## config.mk

```make
export PLATFORM = sky130hd
export DESIGN_NAME = rfcc_back
export DESIGN_NICKNAME = d
export VERILOG_FILES = /design/src/rtl/rfcc_pkg.sv /design/src/rtl/rfcc_back.sv
export SDC_FILE = /design/constraint.sdc
export NUM_CORES = 1
export LEC_CHECK = 0
export BUFFER_PORTS_ARGS = -buffer_cell sky130_fd_sc_hd__buf_2
export CAP_MARGIN = 20
export CORE_MARGIN = 2
export CORE_UTILIZATION = 57
export CTS_CLUSTER_SIZE = 8
export DETAILED_ROUTE_END_ITERATION = 7
export GPL_ROUTABILITY_DRIVEN = 0
export PLACE_DENSITY = 0.87
export SLEW_MARGIN = 20
export SYNTH_ARGS = -nofsm -noshare
export SYNTH_HDL_FRONTEND = slang
export SYNTH_SLANG_ARGS = --single-unit
```

## constraint.sdc

```tcl
create_clock -name clk -period 6.2 [get_ports clk]
set_input_delay 0.31 -clock clk [delete_from_list [all_inputs] [get_ports clk]]
set_output_delay 0.31 -clock clk [all_outputs]
set_load 0.03 [all_outputs]
```

## src/rtl/rfcc_pkg.sv

```systemverilog
// ------------------------------------------------------------------------
// RTU frame CRC checker package
// Shared types, codes and the CRC-16 byte update.
// ------------------------------------------------------------------------
package rfcc_pkg;

	localparam logic [15:0] CRC_INIT = 16'hFFFF;
	localparam logic [15:0] CRC_POLY = 16'hA001;
	localparam int unsigned QUEUE_DEPTH = 2;

	localparam int unsigned SEEN_W = 3;
	localparam logic [SEEN_W-1:0] SEEN_MAX = 3'd4;

	typedef enum logic [1:0] {
		KIND_UNIT    = 2'd0,
		KIND_FUNC    = 2'd1,
		KIND_PAYLOAD = 2'd2
	} byte_kind_t;

	typedef enum logic [1:0] {
		STAT_OK    = 2'd0,
		STAT_SHORT = 2'd1,
		STAT_CRC   = 2'd2
	} frame_status_t;

	// one classified item passed from front to back
	typedef struct packed {
		logic        fwd;
		logic [7:0]  data;
		byte_kind_t  kind;
		logic        last;
		logic        too_short;
		logic [15:0] recv_crc;
	} rfcc_entry_t;

	// reflected CRC-16, one byte, eight unrolled shift steps
	function automatic logic [15:0] crc_fold(input logic [15:0] crc, input logic [7:0] b);
		logic [15:0] c;
		c = crc ^ {8'h00, b};
		for (int i = 0; i < 8; i++) begin
			if (c[0])
				c = (c >> 1) ^ CRC_POLY;
			else
				c = c >> 1;
		end
		return c;
	endfunction

endpackage

```

## src/rtl/rfcc_back.sv

```systemverilog
// ------------------------------------------------------------------------
// RTU frame CRC checker back end
// Running CRC, end-of-frame verdict and the registered result stage.
// ------------------------------------------------------------------------
module rfcc_back import rfcc_pkg::*; (
	input  logic          clk,
	input  logic          arst_n,
	input  logic          q_not_empty,
	input  rfcc_entry_t   entry,
	output logic          pop,
	output logic          out_valid,
	input  logic          out_ready,
	output logic          byte_valid,
	output logic [7:0]    out_byte,
	output byte_kind_t    byte_kind,
	output logic          frame_done,
	output frame_status_t frame_status
);

	logic [15:0]   crc_q;
	logic [15:0]   crc_next;
	frame_status_t status;
	logic          out_valid_q;

	assign pop = q_not_empty && (!out_valid_q || out_ready);

	always_comb begin
		crc_next = entry.fwd ? crc_fold(crc_q, entry.data) : crc_q;
		status   = STAT_OK;
		if (entry.last) begin
			if (entry.too_short)
				status = STAT_SHORT;
			else if (crc_next != entry.recv_crc)
				status = STAT_CRC;
		end
	end

	always_ff @(posedge clk or negedge arst_n) begin
		if (!arst_n) begin
			crc_q       <= CRC_INIT;
			out_valid_q <= 1'b0;
		end else begin
			if (pop)
				crc_q <= entry.last ? CRC_INIT : crc_next;
			if (pop)
				out_valid_q <= 1'b1;
			else if (out_ready)
				out_valid_q <= 1'b0;
		end
	end

	// result payload, loaded whenever an item moves into the output stage
	always_ff @(posedge clk) begin
		if (pop) begin
			byte_valid   <= entry.fwd;
			out_byte     <= entry.data;
			byte_kind    <= entry.kind;
			frame_done   <= entry.last;
			frame_status <= status;
		end
	end

	assign out_valid = out_valid_q;

endmodule
```

== Word-level counts from Yosys, hierarchy flattened ==
Cells that the tools add are included.

* Muxes and demuxes: 14
* Eq/ne operators: 1
* Reduce and logical (&&, ||, !) cells: 5
* Bitwise logic cells: 10

{| class="wikitable"
|+ Operators by type and width
! kind !! count
|-
| 2-to-1 mux 16 bit || 10
|-
| NOT 2 -> 3 bit || 8
|-
| inequality test 16 bit || 1
|-
| bitwise XOR 16 x 8 -> 16 bit || 1
|-
| 2-to-1 mux 1 bit || 3
|-
| 2-to-1 mux 2 bit || 1
|-
| nonzero test 2 bit || 1
|-
| OR reduction 2 bit || 1
|-
| logical AND 1 bit || 1
|-
| zero test 1 bit || 1
|-
| logical OR 1 bit || 1
|-
| NOT 1 bit || 1
|}

* Flip-flop bits (word level): 31
* Bits of input ports: 33
* Output and inout bits: 16

== Depth between registers and ports, before layout ==
* Depth in word-level cells: 21
* Mapped depth: 8
* Depth with buffers taken out: 7

== Worst setup path before layout ==
OpenSTA, ideal clock, no wires.

* Path kind: register to register
* Start: register out_valid_q, in the netlist out_valid
* End: register byte_kind[0], enable pin
* Cell stages (with the launch flop): 6
* Slack: 3.881 ns
* Clock period less this slack: 2.319 ns
* Arrival time: 1.923 ns
* Library setup time: 0.396 ns
* Path through: dfrtp_1 nand2b_1 nand2_1 inv_1 clkbuf_1 clkbuf_1

* Cells in the longest elaborated chain, start to end: 3

{| class="wikitable"
|+ Ends and longest elaborated chain
! element !! RTL line !! source
|-
| start: declaration || rfcc_back.sv:23 || <nowiki>logic out_valid_q;</nowiki>
|-
| start signal: assignment || rfcc_back.sv:41 || <nowiki>out_valid_q <= 1'b0;</nowiki>
|-
| start signal: assignment || rfcc_back.sv:46 || <nowiki>out_valid_q <= 1'b1;</nowiki>
|-
| start signal: assignment || rfcc_back.sv:48 || <nowiki>out_valid_q <= 1'b0;</nowiki>
|-
| zero test 1 bit || rfcc_back.sv:25 || <nowiki>assign pop = q_not_empty && (!out_valid_q || out_ready);</nowiki>
|-
| logical OR 1 bit || rfcc_back.sv:25 ||
|-
| logical AND 1 bit || rfcc_back.sv:25 ||
|-
| via pop || rfcc_back.sv:10 || <nowiki>output logic pop,</nowiki>
|-
| end signal: assignment || rfcc_back.sv:57 || <nowiki>byte_kind <= entry.kind;</nowiki>
|-
| end: declaration || rfcc_back.sv:15 || <nowiki>output byte_kind_t byte_kind,</nowiki>
|}

The timed path passes the listed nets, and every way through them passes these cells.
A chain may end at the register's enable or synchronous reset.

== Worst setup path after layout ==
* Start: register crc_q[7]
* End: register frame_status[1] (data pin)

* Cells in the longest elaborated chain, start to end: 13

{| class="wikitable"
|+ Ends and longest elaborated chain
! element !! RTL line !! source
|-
| start: declaration || rfcc_back.sv:20 || <nowiki>logic [15:0] crc_q;</nowiki>
|-
| start signal: assignment || rfcc_back.sv:44 || <nowiki>crc_q <= entry.last ? CRC_INIT : crc_next;</nowiki>
|-
| bitwise XOR 16 x 8 -> 16 bit || rfcc_pkg.sv:39 || <nowiki>c = crc ^ {8'h00, b};</nowiki>
|-
| 2-to-1 mux 16 bit (6 in series) || rfcc_pkg.sv:41 || <nowiki>if (c[0])</nowiki>
|-
| NOT 2 -> 3 bit (no source line) || -- ||
|-
| 2-to-1 mux 16 bit (2 in series) || rfcc_pkg.sv:41 ||
|-
| 2-to-1 mux 16 bit (*) || rfcc_back.sv:28 || <nowiki>crc_next = entry.fwd ? crc_fold(crc_q, entry.data) : crc_q;</nowiki>
|-
| inequality test 16 bit (*) || rfcc_back.sv:33 || <nowiki>else if (crc_next != entry.recv_crc)</nowiki>
|-
| 2-to-1 mux 2 bit (*) || rfcc_back.sv:33 ||
|-
| end signal: assignment || rfcc_back.sv:59 || <nowiki>frame_status <= status;</nowiki>
|-
| end: declaration || rfcc_back.sv:17 || <nowiki>output frame_status_t frame_status</nowiki>
|}

Every way passes the cells marked *; elsewhere a longest branch is shown, timed or not.

==> impl_results.md <==
* Syn Inst Count at about 180
* Relative slew slack at 0.628
* Synth area leaders: dfstp_2 (22%), edfxtp_1 (22%), xnor2_1 (14%)
* Crit-path leading delay family: XOR/XNOR gates
* Worst hold path type: primary input to flip-flop
* CP most frequent cell: xnor2_1
* Die area at 3850 sq um
* Synth top area share at 0.219
* Commonest non-fill, non-tap cells in the layout: buf_2 (48), xnor2_1 (30), a21oi_1 (19)
* Post-DR wirelength/cell at between 15 and 20 um
* Final Max Tran Viols at 0
* Grt ovf at 0
* RR Startpoint: crc_q[7]
* Final count of hold timing violations at 0
* Total CTS buffers at 5
* Final setup vio count at 0
* Outcome: completed
* Post-Layout Cell Count at roughly 280
* Number of distinct library cells after synthesis at 33
* Worst-case reg-to-reg path depth at 7
* Clock skew at around 0.0072 ns
* Placed instance count at 270
* Post-synth EDFFs at 14
* Unrepaired setup endpoints after global routing: no
* Maximum number of pins on one net before global-route repair at 35
* Routed via count at 1530
* IO Port Bufs at 48
* Final min period at between 2 and 2.5 ns
* WP data arrival at 2.64 ns
* TNS Setup at 0 ns
* Final period util at 0.401
* Share of layout cells above drive strength 1 at 0.326
* Avg Cell Area, Syn at ~11 sq um
* Width of the chip at between 60 and 70 um
* FF+latch count, synth at 31
* Reg2reg end: frame_status[1]
* Ant. Diodes at 0
* First-pass GRT wire length at 6920 um
* Tot Pwr at around 0.0010 W
* Critical path, cell by cell: xnor2_1 -> xor2_1 -> xnor3_1 -> xnor2_1 -> o21ai_0 -> nand2_1 -> a311oi_1
* Global-route usage over all layers at 0.255
* Worst reg2reg setup slack at 3.71 ns
* Peak supply drop at 0.251 mV
* YS warnings at 0
* Core area at about 3300 sq um
* Initial Util at 0.585
* WHS Endpoint: byte_kind[1]
* H-tree Lvls at 2
* Min-delay src: entry[19]
* Worst setup EP type: flip-flop
* Ports at around 50
* Yosys top cell by area: dfstp_2
* Worst-path fanout max at 5
* Longest Clk Path Bufs at 2
* Post-DP HPWL at about 3100 um
* Number of DRC markers in iteration 0 at ~130
* Vias in the first global route at about 1500
* Max-cap violations at 0
* Synth Net Count at around 220
* Setup CP Type: flip-flop to flip-flop
* Clk root buf: clkbuf_4
* Initial DRT Pass Iterations at 4
* Antenna Nets Post-Route at 0
* # rows at 21
* Dominant synthesized flop cell: dfstp_2
* Worst path buffer plus inverter count at 0
* CTS tree: done
* Wirelength, routed at roughly 4300 um
* Cell Pwr Density at about 440 nW/um^2
* Slowest stage delay, CP at just under 0.6 ns
* Sequential share of the synthesized area at 0.451
* Hold path depth at 1
* Clock slew at reported path FFs at around 0.090 ns
* Vias per inst at between 5 and 6
* Clock Sinks at 31
* Critical path launch point type: flip-flop
* Critical Path RT at ~6.4 ns
* Initial antenna violation count at 0
* Mapped Area at 1920 sq um
* Worst slew pin tran at 0.558 ns
* Die Ht at 62.1 um
* Area delta synth->final at 17.9%
* Final nets at 265
* DR DRC count at 0
* PostCTS Resize Cnt at 0
* Worst skew pair latency at ~0.33 ns
* Fmax at approximately 400 MHz
* Most common cell after layout, fill and taps aside: buf_2
* Synth async-reset ratio at 0.548
* Critical path's slowest cell: dfstp_2
* Pleak at between 0.8 and 0.9 nW
[Yosys cell counts (3+ instances only)]
master	number
inv_1	4
or3_1	5
dfstp_2	16
o22ai_1	3
edfxtp_1	14
nand2_1	7
nor4_1	5
clkbuf_1	6
a21oi_1	19
mux2i_1	4
o21ai_0	10
xor2_1	16
xnor2_1	30
a31oi_1	3
nand3_1	4
nor2_1	15
[flip-flops by register name (all words and copies together) (netlist names)]
register	count
frame_done	1
byte_kind	2
out_byte	8
out_valid	1
crc_q	16
frame_status	2
byte_valid	1
[power breakdown]
part	switching (W)	total (W)	leakage (nW)	internal, W
registers	0.0000565	0.000344	0.313	0.000288
logic	0.000285	0.000536	0.552	0.000251
clock network	0.0000665	0.000121	0.0329	0.0000543
total	0.000408	0.00100	0.898	0.000593
[what timing repair did]
action	in CTS	in global routing
hold endpoints to repair	1	0
hold buffers	1	0
setup buffers	0	0
[through the flow]
| stage | hold WS, ns | cell area (sq um) | worst slack, ns | util |
|---|---|---|---|---|
| after CTS | 0.156 | 2270 | 3.73 | 0.690 |
| after detailed placement | 0.249 | 2200 | 3.76 | 0.669 |
| final | 0.161 | 2270 | 3.71 | 0.690 |
| after global placement | 0.251 | 2200 | 3.84 | 0.669 |
| after floorplan | 0.0144 | 1920 | 3.88 | - |
| after global routing | 0.147 | 2270 | 3.57 | 0.690 |
[logic make-up after synthesis]
group / after synthesis / share of synthesized area
AO/OA/AOI/OAI: 40 / 0.118
XOR/XNOR: 52 / 0.273
multiplexers: 4 / 0.0208
buffers and inverters: 11 / 0.0234
flip-flops: 31 / 0.451
AND/OR/NAND/NOR: 44 / 0.114
[layout make-up]
class,count,area (sq um)
well taps,46,57.6
repair buffers,50,258
clock inverters,1,3.75
inverters,4,15.0
multi-input cells,140,1010
fillers,259,1020
flip-flops and latches,31,866
clock buffers,7,55.1
[how the worst max path moves through the flow]
stage                          from              end  slack, ns  cells after the start
final                      crc_q[7]  frame_status[1]       3.71                      7
after global routing       crc_q[7]  frame_status[1]       3.57                      7
after CTS                  crc_q[7]  frame_status[1]       3.73                      7
after detailed placement   crc_q[7]  frame_status[1]       3.76                      7
after global placement     crc_q[7]  frame_status[1]       3.84                      7
after floorplan           out_valid     byte_kind[0]       3.88                      5
[per-layer routing]
layer,global-route usage,vias to the layer above,part of all wire
met5,0,-,0
met4,0.0912,0,0.016
met3,0.0663,8,0.078
met2,0.412,70,0.51
met1,0.331,710,0.39
li1,-,742,-
Note: power is estimated with default switching activity, not from simulation.
